<file path="src/rtl/multi_key_integer_comparator_core_macros.svh">
// Assertion macros for the comparator core.
// Define NO_ASSERTIONS to compile them out.
`ifndef MULTI_KEY_INTEGER_COMPARATOR_CORE_MACROS_SVH
`define MULTI_KEY_INTEGER_COMPARATOR_CORE_MACROS_SVH

`ifndef NO_ASSERTIONS
`define MKIC_ASSERT_IMP(lbl, clk, rst, cond, expr) \
  lbl: assert property (@(posedge clk) disable iff (rst) (cond) |-> (expr)) \
    else $error("comparator check failed");
`define MKIC_ASSERT_NEXT(lbl, clk, rst, cond, expr) \
  lbl: assert property (@(posedge clk) disable iff (rst) (cond) |=> (expr)) \
    else $error("comparator check failed");
`else
`define MKIC_ASSERT_IMP(lbl, clk, rst, cond, expr)
`define MKIC_ASSERT_NEXT(lbl, clk, rst, cond, expr)
`endif

`endif

</file>
<file path="src/rtl/mkic_pkg.sv">
`timescale 1ns / 1ps
`default_nettype none

package mkic_pkg;

  localparam int DATA_WIDTH = 32;

  // integer square root: one result bit per iteration
  localparam int SQRT_STEPS = (DATA_WIDTH + 1) / 2;
  localparam int SQRT_TOP   = 2 * ((DATA_WIDTH - 1) / 2);

  localparam int KEY_W = (SQRT_STEPS + 2 > 8) ? SQRT_STEPS + 2 : 8;
  localparam int TRIAL_W = SQRT_STEPS + 1;

  localparam int DIGIT_BASE = 10;

  typedef enum logic [1:0] {
    MODE_DIGIT_SUM     = 2'd0,
    MODE_DIVISOR_COUNT = 2'd1,
    MODE_ASCENDING     = 2'd2,
    MODE_DESCENDING    = 2'd3
  } mode_t;

  typedef struct packed {
    logic                  done;
    logic [DATA_WIDTH-1:0] quot;
    logic [DATA_WIDTH-1:0] rem;
  } div_res_t;

  typedef struct packed {
    logic                  done;
    logic                  exact;
    logic [SQRT_STEPS-1:0] root;
  } sqrt_res_t;

  typedef struct packed {
    logic             done;
    logic [KEY_W-1:0] key;
  } key_res_t;

endpackage

`default_nettype wire

</file>
<file path="src/rtl/mkic_serial_div.sv">
`timescale 1ns / 1ps
`default_nettype none

// Restoring divider, one quotient bit per cycle.
module mkic_serial_div (
  input  wire logic                           clk,
  input  wire logic                           rst,
  input  wire logic                           start,
  input  wire logic [mkic_pkg::DATA_WIDTH-1:0] dividend,
  input  wire logic [mkic_pkg::DATA_WIDTH-1:0] divisor,
  output mkic_pkg::div_res_t                  res
);

  localparam int W     = mkic_pkg::DATA_WIDTH;
  localparam int CNT_W = $clog2(W + 1);

  logic [W-1:0]     num;
  logic [W-1:0]     den;
  logic [W-1:0]     rem;
  logic [CNT_W-1:0] count;
  logic             busy;
  logic             done;

  logic [W:0] shifted;
  logic [W:0] diff;
  logic       ge;

  assign shifted = {rem, num[W-1]};
  assign ge      = shifted >= {1'b0, den};
  assign diff    = shifted - {1'b0, den};

  always_ff @(posedge clk) begin
    if (rst) begin
      busy <= 1'b0;
      done <= 1'b0;
    end else begin
      done <= 1'b0;
      if (start) begin
        num   <= dividend;
        den   <= divisor;
        rem   <= '0;
        count <= CNT_W'(W);
        busy  <= 1'b1;
      end else if (busy) begin
        rem   <= ge ? diff[W-1:0] : shifted[W-1:0];
        num   <= {num[W-2:0], ge};
        count <= count - CNT_W'(1);
        if (count == CNT_W'(1)) begin
          busy <= 1'b0;
          done <= 1'b1;
        end
      end
    end
  end

  assign res.done = done;
  assign res.quot = num;
  assign res.rem  = rem;

endmodule

`default_nettype wire

</file>
<file path="src/rtl/mkic_isqrt.sv">
`timescale 1ns / 1ps
`default_nettype none

// Digit-by-digit integer square root, one root bit per cycle.
module mkic_isqrt (
  input  wire logic                           clk,
  input  wire logic                           rst,
  input  wire logic                           start,
  input  wire logic [mkic_pkg::DATA_WIDTH-1:0] value,
  output mkic_pkg::sqrt_res_t                 res
);

  localparam int W = mkic_pkg::DATA_WIDTH;
  localparam logic [W-1:0] BIT_START = W'(1) << mkic_pkg::SQRT_TOP;

  logic [W-1:0] x;
  logic [W-1:0] root;
  logic [W-1:0] bitr;
  logic         done;

  logic [W:0] trial;
  logic       ge;

  assign trial = {1'b0, root} + {1'b0, bitr};
  assign ge    = {1'b0, x} >= trial;

  always_ff @(posedge clk) begin
    if (rst) begin
      bitr <= '0;
      done <= 1'b0;
    end else begin
      done <= 1'b0;
      if (start) begin
        x    <= value;
        root <= '0;
        bitr <= BIT_START;
      end else if (bitr != '0) begin
        if (ge) begin
          x    <= x - trial[W-1:0];
          root <= (root >> 1) + bitr;
        end else begin
          root <= root >> 1;
        end
        bitr <= bitr >> 2;
        done <= bitr == W'(1);
      end
    end
  end

  assign res.done  = done;
  assign res.exact = x == '0;   // remainder zero: perfect square
  assign res.root  = root[mkic_pkg::SQRT_STEPS-1:0];

endmodule

`default_nettype wire

</file>
<file path="src/rtl/mkic_key_unit.sv">
`timescale 1ns / 1ps
`default_nettype none

// Sort key of one operand magnitude: decimal digit sum or divisor count.
module mkic_key_unit (
  input  wire logic                           clk,
  input  wire logic                           rst,
  input  wire logic                           start,
  input  wire logic                           div_mode,
  input  wire logic [mkic_pkg::DATA_WIDTH-1:0] mag_in,
  output mkic_pkg::key_res_t                  res
);

  localparam int W  = mkic_pkg::DATA_WIDTH;
  localparam int KW = mkic_pkg::KEY_W;
  localparam int TW = mkic_pkg::TRIAL_W;
  localparam int SW = mkic_pkg::SQRT_STEPS;

  typedef enum logic [1:0] {
    K_IDLE,
    K_DS_WAIT,
    K_SQ_WAIT,
    K_DV_WAIT
  } kstate_t;

  kstate_t      state;
  logic         dmode;
  logic [W-1:0] cur;
  logic [KW-1:0] key;
  logic [SW-1:0] root;
  logic [TW-1:0] trial;
  logic         div_go;
  logic         sq_go;
  logic         done;

  mkic_pkg::div_res_t  div_res;
  mkic_pkg::sqrt_res_t sq_res;
  logic [W-1:0]        divisor;

  assign divisor = dmode ? W'(trial) : W'(mkic_pkg::DIGIT_BASE);

  mkic_serial_div u_div (
    .clk      (clk),
    .rst      (rst),
    .start    (div_go),
    .dividend (cur),
    .divisor  (divisor),
    .res      (div_res)
  );

  mkic_isqrt u_sqrt (
    .clk   (clk),
    .rst   (rst),
    .start (sq_go),
    .value (cur),
    .res   (sq_res)
  );

  always_ff @(posedge clk) begin
    if (rst) begin
      state  <= K_IDLE;
      div_go <= 1'b0;
      sq_go  <= 1'b0;
      done   <= 1'b0;
    end else begin
      div_go <= 1'b0;
      sq_go  <= 1'b0;
      done   <= 1'b0;
      case (state)
        K_IDLE: begin
          if (start) begin
            dmode <= div_mode;
            cur   <= mag_in;
            key   <= '0;
            if (!div_mode) begin
              if (mag_in == '0) begin
                done <= 1'b1;
              end else begin
                div_go <= 1'b1;
                state  <= K_DS_WAIT;
              end
            end else if (mag_in < W'(3)) begin
              // 0, 1 and 2 count as themselves
              key  <= KW'(mag_in[1:0]);
              done <= 1'b1;
            end else begin
              sq_go <= 1'b1;
              state <= K_SQ_WAIT;
            end
          end
        end
        K_DS_WAIT: begin
          if (div_res.done) begin
            key <= key + KW'(div_res.rem[3:0]);
            if (div_res.quot == '0) begin
              done  <= 1'b1;
              state <= K_IDLE;
            end else begin
              cur    <= div_res.quot;
              div_go <= 1'b1;
            end
          end
        end
        K_SQ_WAIT: begin
          if (sq_res.done) begin
            root  <= sq_res.root;
            key   <= sq_res.exact ? KW'(1) : KW'(2);
            trial <= TW'(2);
            if (sq_res.root < SW'(2)) begin
              done  <= 1'b1;
              state <= K_IDLE;
            end else begin
              div_go <= 1'b1;
              state  <= K_DV_WAIT;
            end
          end
        end
        K_DV_WAIT: begin
          if (div_res.done) begin
            if (div_res.rem == '0) begin
              key <= key + KW'(2);
            end
            if (trial == {1'b0, root}) begin
              done  <= 1'b1;
              state <= K_IDLE;
            end else begin
              trial  <= trial + TW'(1);
              div_go <= 1'b1;
            end
          end
        end
        default: state <= K_IDLE;
      endcase
    end
  end

  assign res.done = done;
  assign res.key  = key;

endmodule

`default_nettype wire

</file>
<file path="src/rtl/multi_key_integer_comparator_core.sv">
// Value modes compare the signed operands directly. Digit sum mode divides the
// magnitude by DIGIT_BASE once per digit; divisor mode counts magnitudes below 3 as
// themselves, else takes r = isqrt(|v|) and divides bit-serially by each of 2 to r.
// One request at a time: req_stall stays high until the previous result is registered.
// Reset (rst, synchronous): compare mode digit sum, no result pending, idle.
`timescale 1ns / 1ps
`default_nettype none
`include "multi_key_integer_comparator_core_macros.svh"

module multi_key_integer_comparator_core (
  input  wire logic                           clk,
  input  wire logic                           rst,
  input  wire logic                           cfg_wen,
  input  wire logic [1:0]                     cfg_wdata,
  input  wire logic                           req_valid,
  output logic                                req_stall,
  input  wire logic [mkic_pkg::DATA_WIDTH-1:0] first_value,
  input  wire logic [mkic_pkg::DATA_WIDTH-1:0] second_value,
  output logic                                rsp_valid,
  input  wire logic                           rsp_stall,
  output logic                                first_orders_before
);

  localparam int W = mkic_pkg::DATA_WIDTH;

  typedef enum logic {
    S_IDLE,
    S_RUN
  } state_t;

  state_t          state;
  mkic_pkg::mode_t mode;
  logic            key_mode;
  logic            val_before;
  logic            done_a;
  logic            done_b;

  logic         accept;
  logic         key_req;
  logic [W-1:0] mag_a;
  logic [W-1:0] mag_b;
  logic         asc;
  logic         desc;

  mkic_pkg::key_res_t key_a;
  mkic_pkg::key_res_t key_b;

  // most negative value wraps to unsigned 2^(W-1)
  function automatic logic [W-1:0] magnitude(input logic [W-1:0] v);
    magnitude = v[W-1] ? (~v + W'(1)) : v;
  endfunction

  assign req_stall = state != S_IDLE;
  assign accept    = req_valid && !req_stall;
  assign key_req   = accept &&
                     (mode == mkic_pkg::MODE_DIGIT_SUM || mode == mkic_pkg::MODE_DIVISOR_COUNT);
  assign mag_a     = magnitude(first_value);
  assign mag_b     = magnitude(second_value);
  assign asc       = $signed(first_value) < $signed(second_value);
  assign desc      = $signed(second_value) < $signed(first_value);

  mkic_key_unit u_key_a (
    .clk      (clk),
    .rst      (rst),
    .start    (key_req),
    .div_mode (mode == mkic_pkg::MODE_DIVISOR_COUNT),
    .mag_in   (mag_a),
    .res      (key_a)
  );

  mkic_key_unit u_key_b (
    .clk      (clk),
    .rst      (rst),
    .start    (key_req),
    .div_mode (mode == mkic_pkg::MODE_DIVISOR_COUNT),
    .mag_in   (mag_b),
    .res      (key_b)
  );

  always_ff @(posedge clk) begin
    if (rst) begin
      state     <= S_IDLE;
      mode      <= mkic_pkg::MODE_DIGIT_SUM;
      rsp_valid <= 1'b0;
      done_a    <= 1'b0;
      done_b    <= 1'b0;
    end else begin
      if (cfg_wen) begin
        mode <= mkic_pkg::mode_t'(cfg_wdata);
      end
      if (rsp_valid && !rsp_stall) begin
        rsp_valid <= 1'b0;
      end
      case (state)
        S_IDLE: begin
          if (accept) begin
            key_mode   <= key_req;
            val_before <= (mode == mkic_pkg::MODE_DESCENDING) ? desc : asc;
            done_a     <= !key_req;
            done_b     <= !key_req;
            state      <= S_RUN;
          end
        end
        S_RUN: begin
          if (key_a.done) begin
            done_a <= 1'b1;
          end
          if (key_b.done) begin
            done_b <= 1'b1;
          end
          // hold the result here while the output register is occupied and stalled
          if (done_a && done_b && (!rsp_valid || !rsp_stall)) begin
            rsp_valid           <= 1'b1;
            first_orders_before <= key_mode ? (key_a.key < key_b.key) : val_before;
            state               <= S_IDLE;
          end
        end
        default: state <= S_IDLE;
      endcase
    end
  end

  `MKIC_ASSERT_NEXT(a_accept_busy, clk, rst, accept, req_stall)
  `MKIC_ASSERT_IMP(a_no_key_done_idle, clk, rst, state == S_IDLE, !(key_a.done || key_b.done))
  `MKIC_ASSERT_NEXT(a_value_mode_ready, clk, rst, accept && !key_req, done_a && done_b)

endmodule

`default_nettype wire

</file>
<file path="config.mk">
export PLATFORM = sky130hd
export DESIGN_NAME = multi_key_integer_comparator_core
export DESIGN_NICKNAME = d
export VERILOG_FILES = /design/src/rtl/mkic_pkg.sv /design/src/rtl/mkic_serial_div.sv /design/src/rtl/mkic_isqrt.sv /design/src/rtl/mkic_key_unit.sv /design/src/rtl/multi_key_integer_comparator_core.sv
export VERILOG_INCLUDE_DIRS = /design/src /design/src/rtl
export SDC_FILE = /design/constraint.sdc
export NUM_CORES = 1
export LEC_CHECK = 0
export ABC_AREA = 0
export BUFFER_PORTS_ARGS = -buffer_cell sky130_fd_sc_hd__buf_2
export CAP_MARGIN = 20
export CORE_ASPECT_RATIO = 0.5
export CORE_MARGIN = 4
export CORE_UTILIZATION = 55
export DETAILED_ROUTE_END_ITERATION = 10
export GPL_TIMING_DRIVEN = 1
export PLACE_DENSITY = 0.82
export SKIP_CTS_REPAIR_TIMING = 1
export SLEW_MARGIN = 20
export SYNTH_ARGS = -nofsm -noshare
export SYNTH_HDL_FRONTEND = slang
export SYNTH_SLANG_ARGS = --single-unit
</file>
<file path="constraint.sdc">
create_clock -name clk -period 16.75 [get_ports clk]
set_input_delay 0.8375 -clock clk [delete_from_list [all_inputs] [get_ports clk]]
set_output_delay 0.8375 -clock clk [all_outputs]
set_load 0.01 [all_outputs]
</file>
== After elaboration in Yosys (flattened, before gate mapping) ==
Cells that the tools add are included.

* Output and inout port bits: 3
* Bits in registers: 557
* Input port bits: 71

* Bitwise logic cells: 12
* $add $sub $neg: 18
* Eq/ne operators: 39
* Mux-type cells: 147
* Reductions and logical operators: 66
* $lt $le $gt $ge: 11

{| class="wikitable"
|+ Operators with widths
! cell !! count
|-
| $mux 32 || 26
|-
| $logic_not 32->1 || 8
|-
| $mux 18 || 12
|-
| $pmux 18 s4 || 2
|-
| $pmux 32 s2 || 2
|-
| $sub 32x32->32 || 4
|-
| $mux 31 || 4
|-
| $mux 17 || 6
|-
| $pmux 17 s2 || 2
|-
| $add 32x31->33 || 2
|-
| $ge 32x33->1 || 2
|-
| $ge 33x32->1 || 2
|-
| $add 31x31->32 || 2
|-
| $add 32x1->32 const B || 2
|-
| $lt 32x2->1 const B || 2
|-
| $lt 32x32->1 || 2
|-
| $not 32->32 || 2
|-
| $reduce_bool 32->1 || 2
|-
| $mux 1 || 58
|-
| $mux 2 || 24
|-
| $add 18x2->18 const B || 2
|-
| $add 18x4->18 || 2
|-
| $add 17x1->17 const B || 2
|-
| $eq 17x16->1 || 2
|-
| other kinds (29) || 119
|}

== Longest topological paths before layout ==
Gate-level depths: netlist of the first run.

* Word-level depth: 8
* Mapped depth: 22

== Cells and area by module ==
Synthesis of the first run repeated with hierarchy kept, for this count alone.

* Cells, all modules: 3905
* Area total of the unflattened synthesis: 38796.0 µm²

{| class="wikitable"
|+ By module, submodules not included
! module !! instances !! cells each !! sequential area each (µm²) !! area each (µm²)
|-
| mkic_serial_div || 2 || 547 || 3103.0 || 6114.6
|-
| mkic_key_unit || 2 || 419 || 2622.5 || 4832.1
|-
| mkic_isqrt (u_key_b.u_sqrt) || 1 || 784 || 2262.2 || 7023.0
|-
| mkic_isqrt (u_key_a.u_sqrt) || 1 || 801 || 2262.2 || 7021.7
|-
| multi_key_integer_comparator_core || 1 || 388 || 210.2 || 2857.7
|}

== Least setup slack after synthesis of the first run ==
Ideal clock, no wire load.

* Kind: register -> register
* From: register u_key_b.u_sqrt.root[10]
* To: register u_key_b.u_sqrt.x[0], enable pin
* Stages on the path, launching flop included: 19
* Clock period less this slack: 6.742 ns
* Arrival time: 6.272 ns
* Required time: 16.280 ns
* Setup slack: 10.008 ns
* Cells stage by stage: edfxtp_1 ha_1 nand2_1 or3_1 o21a_1 o41ai_1 a31o_2 a31oi_1 o21ba_2 o21bai_1 xnor2_1 ha_1 nand2_1 nor3_1 nand2_1 a31oi_1 o21ai_1 clkbuf_1 a21boi_0

* Cells in the longest elaborated chain, start to end: 4

{| class="wikitable"
|+ Ends and longest elaborated chain
! element !! RTL line !! source
|-
| start, declared || mkic_isqrt.sv:17 || <nowiki>logic [W-1:0] root;</nowiki>
|-
| start signal, assigned || mkic_isqrt.sv:40 || <nowiki>root <= (root >> 1) + bitr;</nowiki>
|-
| start signal, assigned || mkic_isqrt.sv:42 || <nowiki>root <= root >> 1;</nowiki>
|-
| $add 32x31->33 || mkic_isqrt.sv:24 || <nowiki>assign trial = {1'b0, root} + {1'b0, bitr};</nowiki>
|-
| $ge 32x33->1 || mkic_isqrt.sv:25 || <nowiki>assign ge = {1'b0, x} >= trial;</nowiki>
|-
| $reduce_bool 2->1 (no line) || -- ||
|-
| $reduce_and 3->1 (no line) || -- ||
|-
| end signal, assigned || mkic_isqrt.sv:34 || <nowiki>x <= value;</nowiki>
|-
| end signal, assigned || mkic_isqrt.sv:39 || <nowiki>x <= x - trial[W-1:0];</nowiki>
|-
| end, declared || mkic_isqrt.sv:16 || <nowiki>logic [W-1:0] x;</nowiki>
|}

Every way passes these cells.
A chain may end at the register's enable or synchronous reset.

== Worst setup path after layout of the first run ==
* From: register u_key_a.u_sqrt.root[4]
* To: register u_key_a.u_sqrt.root[19] (data pin)

* Cells in the longest elaborated chain, start to end: 4
* Elaborated cells on any way between the ends: 5
* Classes of those cells: add/sub (2); order compare (1); mux (2)

{| class="wikitable"
|+ Ends and longest elaborated chain
! element !! RTL line !! source
|-
| start, declared || mkic_isqrt.sv:17 ||
|-
| start signal, assigned || mkic_isqrt.sv:40 ||
|-
| start signal, assigned || mkic_isqrt.sv:42 ||
|-
| $add 32x31->33 || mkic_isqrt.sv:24 ||
|-
| $ge 32x33->1 || mkic_isqrt.sv:25 ||
|-
| $mux 32 * || mkic_isqrt.sv:38 || <nowiki>if (ge) begin</nowiki>
|-
| $mux 32 * || mkic_isqrt.sv:37 || <nowiki>end else if (bitr != '0) begin</nowiki>
|}

Every way passes the cells marked *; elsewhere a longest branch is shown, timed or not. The select of a mux whose other input is x is not followed.

==> metrics.md, run 1 <==
| Metric | Value |
|---|---|
| Outcome | finished, final reports clean |
| DRC viols | 0 |
| Worst Path Required | between 15 and 20 ns |
| Worst reg2reg path depth | 21 |
| Cell taking the most area after synthesis | edfxtp_1 |
| Buf+Inv Stages, Crit Path | 1 |
| Register bit total from synthesis | between 500 and 600 |
| Period utilisation layout | 0.3347 |
| CP Max Fanout | 10 |
| Area Growth Syn to Fin | 8.372% |
| Detail Placement HPWL | slightly above 60,000 µm |
| Setup CP Type | flop to flop |
| CP Launch Type | flop |
| Largest net degree at the start of global routing | between 70 and 80 |
| Min-delay src | u_key_b.u_sqrt.root[0] |
| VDD IR-drop max | roughly 67 µV |
| DIE WIDTH | approximately 370 µm |
| Clock buffer depth | 3 |
| Nets@finish | just under 4,000 |
| Top cell type's share of synthesized area | 0.4008 |
| WL/cell | 18.43 µm |
| Initial antenna violation count | 13 |
| Synth Cell Area | 35,440 µm² |
| Final Hold Viols | 0 |
| IO Pins | 74 |
| DRT iter0 DRCs | between 2,000 and 2,500 |
| Worst Tran Pin Value | approximately 1.0 ns |
| Final GP Congestion | roughly 0.96 |
| Cells after Synth | roughly 3,600 |
| Number of max-cap violations | 0 |
| Starting Density | 0.5586 |
| CTS Root Cell | clkbuf_16 |
| Core area | approximately 63,000 µm² |
| R2r startpoint | u_key_a.u_sqrt.root[4] |
| DR vias/cell | slightly above 6 |
| FP Rows | 65 |
| Number of warning messages in the yosys log | 0 |
| Crit path max-delay family | compound AO/OA/AOI/OAI gates |
| Leak Pwr | ~0.014 µW |
| Hold Crit Class | flop to flop |
| Syn_nets | just under 4,000 |
| Critical Path AT | about 6 ns |
| CTS tree | yes |
| Max stage delay on crit path | around 0.72 ns |
| Post-DP Area | about 37,000 µm² |
| Pre-antenna DRT Iters | 6 |
| Via count | ~28,000 |
| Number of flops mapped to enable cells by yosys | roughly 470 |
| Hold path depth | 0 |
| Post-synth cell types | 83 |
| # port buffers | 73 |
| Clk sinks | ~530 |
| Non-Filler Instances | roughly 4,600 |
| H-Tree Depth | 2 |
| Final Setup Violations | 0 |
| Power per cell area | just under 80 nW/µm² |
| Synth area leaders | edfxtp_1 40%, ha_1 8.2%, xor2_1 4.7%, xnor2_1 4.0%, nor2_1 3.6% |
| Die Area | roughly 69,000 µm² |
| Critical-path top delay cell | o21ai_1 |
| Design Power | approximately 3000 µW |
| RSZ-0062 raised after global routing | no |
| ANT nets after route | 0 |
| Slew Limit Fails | 0 |
| Clock Skew | roughly 0.017 ns |
| Num CTS Buffers | 50 |
| Final instance area | between 30,000 and 40,000 µm² |
| Post-synthesis sequential area ratio | 0.4313 |
| Peak Freq | around 0.18 GHz |
| WP depth | 21 |
| Post-synth ARST share | 0 |
| Remaining Overflow, GRT | 0 |
| Placed Cells | roughly 4,400 |
| CTS clk-pin slew, worst paths | roughly 0.060 ns |
| Setup TNS | 0 ns |
| Avg Cell Area, Syn | around 9.7 µm² |
| Setup crit end kind | flop |
| Period minus WS final | ~5.6 ns |
| First-pass GRT wire length | 136,500 µm |
| Most used cell, CP | a21o_1 |
| Layout cells sized above 1 | 0.09111 |
| Ys flop type | edfxtp_1 |
| Relative slew slack | 0.3144 |
| Post-Route WL | about 84,000 µm |
| Start point of the critical path | u_key_a.u_sqrt.root[4] |
| Vias in the first global route | between 20,000 and 30,000 |
| Die Ht | 187.5 µm |
| GRT Total Usage | 0.2371 |
| Worst-skew pair later-pin latency | 0.60 ns |
| Critical Path, Cell by Cell | ha_1, nand4_1, o21ai_0, nand2_1, a31o_2, o21ai_0, a31oi_1, o21bai_1, a31oi_1, xor2_1, ha_1, a21o_1, a21o_1, a21o_1, inv_1, nand2_1, o22a_1, o21ai_1, nor3_1, xnor2_1, nor2_1 |
==> flip-flops by register name, indices dropped and copies added, names as in the netlist, 6 cells and up <==
register             cells
u_key_a.u_div.rem       32
u_key_a.u_sqrt.root     32
u_key_b.u_div.den       17
u_key_b.u_div.rem       32
u_key_a.u_div.count      6
u_key_b.key             18
u_key_b.trial           17
u_key_a.u_sqrt.x        32
u_key_a.key             18
u_key_a.cur             32
u_key_b.u_sqrt.x        32
u_key_a.root            16
u_key_b.root            16
u_key_b.cur             32
u_key_a.trial           17
u_key_b.u_div.count      6
u_key_b.u_sqrt.bitr     16
u_key_a.u_sqrt.bitr     16
u_key_a.u_div.num       32
u_key_b.u_sqrt.root     32
u_key_a.u_div.den       17
u_key_b.u_div.num       32
==> worst register-to-register path, delay by kind of cell (launching register included) <==
family          cells  cell delay (ns)
compound gates     11             3.14
xor+xnor            2             0.36
fa+ha+maj           2             0.75
buf+inv             1             0.06
flops               1             0.51
simple gates        5             0.54
==> layout make-up <==
cell class | count | area (µm²)
tap | 837 | 1047
sequential | 527 | 15290
timing repair buffer | 103 | 590.6
multi-input combinational | 2836 | 19180
antenna | 15 | 37.54
fill | 5174 | 25030
clock buffer | 61 | 1334
clock inverter | 31 | 390.4
inverter | 141 | 529.3
==> report_power, final <==
group          internal [µW]  total (µW)  switching (µW)  leakage (µW)
registers               1480        1510            33.1       0.00482
logic                    116         293             177       0.00845
clock network            706        1210             508      0.000829
total                   2300        3020             718        0.0141
==> through the flow <==
step             util  hold WS, ns  worst slack (ns)
2_1_floorplan       -       0.4307             10.01
3_3_place_gp   0.5775       0.4446             11.27
3_5_place_dp   0.5775       0.4471             11.18
4_1_cts        0.6047       0.4597             11.17
5_1_grt        0.6053       0.4791             10.76
6_report       0.6054       0.4668             11.14
==> cell usage in the layout (no fill, tap or decap), types with 49 or more instances in the layout <==
| cell type | n |
|---|---|
| a21o_1 | 67 |
| a21oi_1 | 176 |
| a31oi_1 | 71 |
| and2_1 | 92 |
| buf_2 | 73 |
| clkbuf_16 | 51 |
| dfxtp_1 | 50 |
| edfxtp_1 | 473 |
| ha_1 | 233 |
| inv_1 | 138 |
| mux2_2 | 83 |
| nand2_1 | 316 |
| nand3_1 | 61 |
| nand4_1 | 62 |
| nor2_1 | 337 |
| nor2b_1 | 50 |
| nor3_1 | 105 |
| nor4_1 | 88 |
| o21ai_0 | 222 |
| or3_1 | 49 |
| xnor2_1 | 160 |
| xor2_1 | 189 |
==> path summary, 6_finish.rpt <==
kind	end	slack, ns
min	u_key_b.root[0]	0.47
max reg2reg	u_key_a.u_sqrt.root[19]	11.14
max	u_key_a.u_sqrt.root[19]	11.14
min reg2reg	u_key_b.root[0]	0.47
==> cell usage after synthesis, drive strengths merged (43+ instances only) <==
master / number
a211oi: 43
a21o: 67
a21oi: 178
a31oi: 71
and2: 92
clkbuf: 108
dfxtp: 54
edfxtp: 473
ha: 233
inv: 138
mux2: 83
nand2: 316
nand2b: 43
nand3: 61
nand4: 62
nor2: 339
nor2b: 52
nor3: 107
nor4: 88
o21ai: 226
or3: 49
xnor2: 160
xor2: 189
==> cell families after synthesis <==
group	share of synthesized area
compound gates	0.1471
xor+xnor	0.08626
fa+ha+maj	0.08566
buf+inv	0.02980
flops	0.4313
mux	0.03485
simple gates	0.1851
==> layer usage <==
| metal | up-vias | share of wire | GRT usage |
|---|---|---|---|
| met2 | 936 | 0.46 | 0.3803 |
| met4 | 0 | 0.033 | 0.08354 |
| met1 | 13400 | 0.45 | 0.3342 |
| met3 | 165 | 0.057 | 0.02830 |
| li1 | 13500 | - | - |
| met5 | - | 0 | 0 |
No activity file was read; power rests on OpenSTA's default activity.
==> run 2, diff against run 1 <==
Settings changed: ABC_AREA 0 to 1, PLACE_DENSITY 0.82 to 0.85.
Clock period 16.75 ns to 4.6 ns, I/O delays scaled along.
==> run 2 against run 1 <==
Global-route usage up 4.6 points. Setup slack worse by 11 ns. Largest power group unchanged. Critical endpoint is now u_key_a.u_sqrt.x[22]. Count of clock-buffer cells in the layout down 1. Synthesized area up 9.4%. Cell count up 37%. First-iteration DRC count up 83%.
==> metrics.md, run 2 <==
| Metric | Value |
|---|---|
| Synth area leaders | edfxtp_1 37%, nand2_1 12%, ha_1 7.5%, inv_1 6.9%, nor2_1 5.3% (was edfxtp_1 40%, ha_1 8.2%, xor2_1 4.7%, xnor2_1 4.0%, nor2_1 3.6%) |
| Top cell type's share of synthesized area | 0.3665 (was 0.4008) |
| Clk sinks | 527 (unchanged) |
| Ys flop type | edfxtp_1 (unchanged) |
| Min-delay src | req_valid (was u_key_b.u_sqrt.root[0]) |
| Final Setup Violations | 0 (unchanged) |
| Period utilisation layout | 0.9785 (was 0.3347) |
| XOR/XNOR Fraction of Synth Area | 0.04406 (was 0.08626) |
| Die Area | 75,040 µm² (was 68,800 µm²) |
| Setup CP Type | flop to flop (unchanged) |
| CTS tree | yes (unchanged) |
| First-pass GRT wire length | 175,400 µm (was 136,500 µm) |
| Peak Freq | 0.2222 GHz (was 0.1784 GHz) |
| DR vias/cell | 5.868 (was 6.154) |
| RSZ-0062 raised after global routing | yes (was no) |
| Synthesized-area fraction occupied by adder cells | 0.07832 (was 0.08566) |
| Post-Synth Simple-Gate Area | 0.2689 (was 0.1851) |
| Non-Filler Instances | 6,235 (was 4,551) |
| IO Pins | 74 (unchanged) |
| Most frequent cells in the layout | 1,208 x nand2_1, 707 x inv_1, 535 x nor2_1 (was 473 x edfxtp_1, 337 x nor2_1, 316 x nand2_1) |
| Met1 usage | 0.3887 (was 0.3342) |
| Period minus WS final | 4.501 ns (was 5.606 ns) |
| Die Ht | 195.7 µm (was 187.5 µm) |
| Critical-path top delay cell | dfxtp_1 (was o21ai_1) |
| Via count | 36,590 (was 28,010) |
| Area Growth Syn to Fin | 9.953% (was 8.372%) |
| Placed Cells | 6,104 (was 4,444) |
| H-Tree Depth | 2 (unchanged) |
| Num CTS Buffers | 49 (was 50) |
| GRT Total Usage | 0.2832 (was 0.2371) |
| CP Launch Type | flop (unchanged) |
| ANT nets after route | 0 (unchanged) |
| GR Util met2 | 0.4610 (was 0.3803) |
| Outcome | finished, final reports clean (unchanged) |
| Global route hottest layer | met2 (unchanged) |
| DIE WIDTH | 383.4 µm (was 367.0 µm) |
| Count leader, synth | nand2_1 (was edfxtp_1) |
| Leak Pwr | 0.01812 µW (was 0.01410 µW) |
| Register area | 15,290 µm² (about the same) |
| Largest family of logic cells by synthesized area | simple AND/OR/NAND/NOR gates (unchanged) |
| VDD IR-drop max | 274.4 µV (was 67.09 µV) |
| Synth Cell Area | 38,760 µm² (was 35,440 µm²) |
| Critical Path, Cell by Cell | ha_1, ha_1, nand2_1, a21oi_2, nand3_1, nand2_1, nand2_1, a21oi_2, nand3_1, o211ai_2, a21oi_1, xor2_1, ha_1, nand2_1, nor2_1, inv_1, o21ai_0, a221oi_2, nand2_1, nand2_2, nand2_4, nand2_4, a21oi_4, clkbuf_16 (was ha_1, nand4_1, o21ai_0, nand2_1, a31o_2, o21ai_0, a31oi_1, o21bai_1, a31oi_1, xor2_1, ha_1, a21o_1, a21o_1, a21o_1, inv_1, nand2_1, o22a_1, o21ai_1, nor3_1, xnor2_1, nor2_1) |
| Starting Density | 0.5589 (was 0.5586) |
| Number of flops mapped to enable cells by yosys | 473 (unchanged) |
| Worst-skew pair later-pin latency | 0.64 ns (was 0.60 ns) |
| DRC viols | 0 (unchanged) |
| Power per cell area | 309.7 nW/µm² (was 78.61 nW/µm²) |
| Worst Tran Pin Value | 1.050 ns (was 1.026 ns) |
| Filler cell count | 5,961 (was 5,174) |
| CP Max Fanout | 8 (was 10) |
| Detail Placement HPWL | 83,240 µm (was 61,120 µm) |
| R2r startpoint | u_key_a.u_sqrt.bitr[0] (was u_key_a.u_sqrt.root[4]) |
| Number of max-cap violations | 0 (unchanged) |
| DRT iter0 DRCs | 4,388 (was 2,399) |
| Remaining Overflow, GRT | 0 (unchanged) |
| Mux cell area share after synthesis | 0 (was 0.03485) |
| Pre-antenna DRT Iters | 6 (unchanged) |
| Final Util | 0.6146 (was 0.6054) |
| Multi-input logic area | 20,620 µm² (was 19,180 µm²) |
| Syn_nets | 5,445 (was 3,948) |
| CTS Root Cell | clkbuf_16 (unchanged) |
| Max stage delay on crit path | 0.40 ns (was 0.72 ns) |
| Post-synthesis compound-gate area fraction | 0.1314 (was 0.1471) |
| Post-synth ARST share | 0 (unchanged) |
| Avg Cell Area, Syn | 7.548 µm² (was 9.741 µm²) |
| Post-synthesis sequential area ratio | 0.3944 (was 0.4313) |
| Nets@finish | 5,560 (was 3,969) |
| Largest net degree at the start of global routing | 82 (was 75) |
| Number of warning messages in the yosys log | 0 (unchanged) |
| WL/cell | 17.83 µm (was 18.43 µm) |
| # port buffers | 73 (unchanged) |
| Clock buffer depth | 3 (unchanged) |
| Relative slew slack | 0.2971 (was 0.3144) |
| Slew Limit Fails | 0 (unchanged) |
| GR Util met3 | 0.03958 (was 0.02830) |
| Cell taking the most area after synthesis | edfxtp_1 (unchanged) |
| CTS clk-pin slew, worst paths | 0.07 ns (was 0.06 ns) |
| Initial antenna violation count | 2 (was 13) |
| Start point of the critical path | u_key_a.u_sqrt.bitr[0] (was u_key_a.u_sqrt.root[4]) |
| Layout cells sized above 1 | 0.08225 (was 0.09111) |
| Final GP Congestion | 1.007 (was 0.9573) |
| Clock Skew | 0.03808 ns (was 0.01688 ns) |
| Cells after Synth | 5,135 (was 3,638) |
| Post-synth cell types | 70 (was 83) |
| Post-Route WL | 111,100 µm (was 83,890 µm) |
| Register bit total from synthesis | 527 (unchanged) |
| FP Rows | 68 (was 65) |
| Critical Path AT | 4.83 ns (was 5.93 ns) |
| Setup crit end kind | flop (unchanged) |
| Worst Path Required | 4.92 ns (was 17.08 ns) |
| Hold Crit Class | input port to flop (was flop to flop) |
| Final Hold Viols | 0 (unchanged) |
| Commonest non-fill, non-tap cell in the layout | nand2_1 (was edfxtp_1) |
| Most used cell, CP | nand2_1 (was a21o_1) |
| Commonest cells post-synth | 1,216 x nand2_1, 708 x inv_1, 544 x nor2_1 (was 473 x edfxtp_1, 339 x nor2_1, 316 x nand2_1) |
| Vias in the first global route | 34,250 (was 26,470) |
| Core area | 69,340 µm² (was 63,440 µm²) |
run 2: cell types whose count changed in the layout (fill, tap and decap cells not counted), sizes merged, moves of 83 or more:
cell | before | now
inv | 140 | 720
nor2 | 339 | 564
nand3 | 61 | 337
and2 | 92 | 3
a21oi | 178 | 309
o21ai | 226 | 433
xnor2 | 160 | 77
nand2 | 316 | 1230
mux2 | 83 | 0
run 2: through the flow:
step                      setup WS (ns)  instance area [µm²]  total power (µW)  hold WS (ns)  TNS [ns]
after floorplan                  0.1707                38790              8230        0.3649         0
after global placement           0.1790                40400              8951        0.4495         0
after detailed placement        0.02501                40400              9094        0.4511         0
after CTS                      -0.02680                41930             13150       -0.1740   -0.2322
after global routing            -0.1079                42620             13800       0.09435    -3.747
final                           0.09885                42620             13200       0.08169         0
run 2: report_power, final:
part | leakage [µW] | internal [µW] | total (µW) | switching (µW)
Clock | 0.000757 | 2150 | 4060 | 1920
Sequential | 0.00477 | 5880 | 6250 | 372
Combinational | 0.0126 | 907 | 2880 | 1980
run 2: final cells by class:
class | count | area share
Sequential cell | 527 | 0.3588
Multi-Input combinational cell | 3774 | 0.4838
Clock buffer | 60 | 0.03071
Inverter | 720 | 0.06342
Timing Repair Buffer | 178 | 0.03030
Clock inverter | 30 | 0.005138
Tap cell | 945 | 0.02775
Antenna cell | 1 | 0.00005872
run 2: kinds of logic (layout without fill, tap and decap cells):
kind of cell / count (synthesis) / count (layout)
XOR/XNOR: 195 / 195
other: 0 / 1
buffers and inverters: 834 / 988
AND/OR/NAND/NOR: 2426 / 2426
AO/OA/AOI/OAI: 914 / 914
flip-flops: 527 / 527
adder cells (fa/ha/maj): 239 / 239
run 2: layer usage:
metal | share of wire | up-vias
met5 | 0.00011 | -
met4 | 0.035 | 2
met3 | 0.082 | 304
met2 | 0.46 | 1803
met1 | 0.43 | 16960
li1 | - | 17520
run 2: final timing paths:
path | depth (start not counted) | slack (ns) | end
setup / recovery | 24 | 0.1 | u_key_a.u_sqrt.x[22]
hold reg to reg | 0 | 0.46 | u_key_b.root[0]
hold / removal | 3 | 0.08 | req_stall
setup reg to reg | 24 | 0.1 | u_key_a.u_sqrt.x[22]
run 2: critical path: cells and delay by family, from the launching register on:
| family | cells | cell delay (ns) |
|---|---|---|
| XOR/XNOR | 1 | 0.21 |
| buffers and inverters | 2 | 0.34 |
| AND/OR/NAND/NOR | 11 | 1.11 |
| flip-flops | 1 | 0.40 |
| AO/OA/AOI/OAI | 7 | 1.35 |
| adder cells (fa/ha/maj) | 3 | 0.78 |
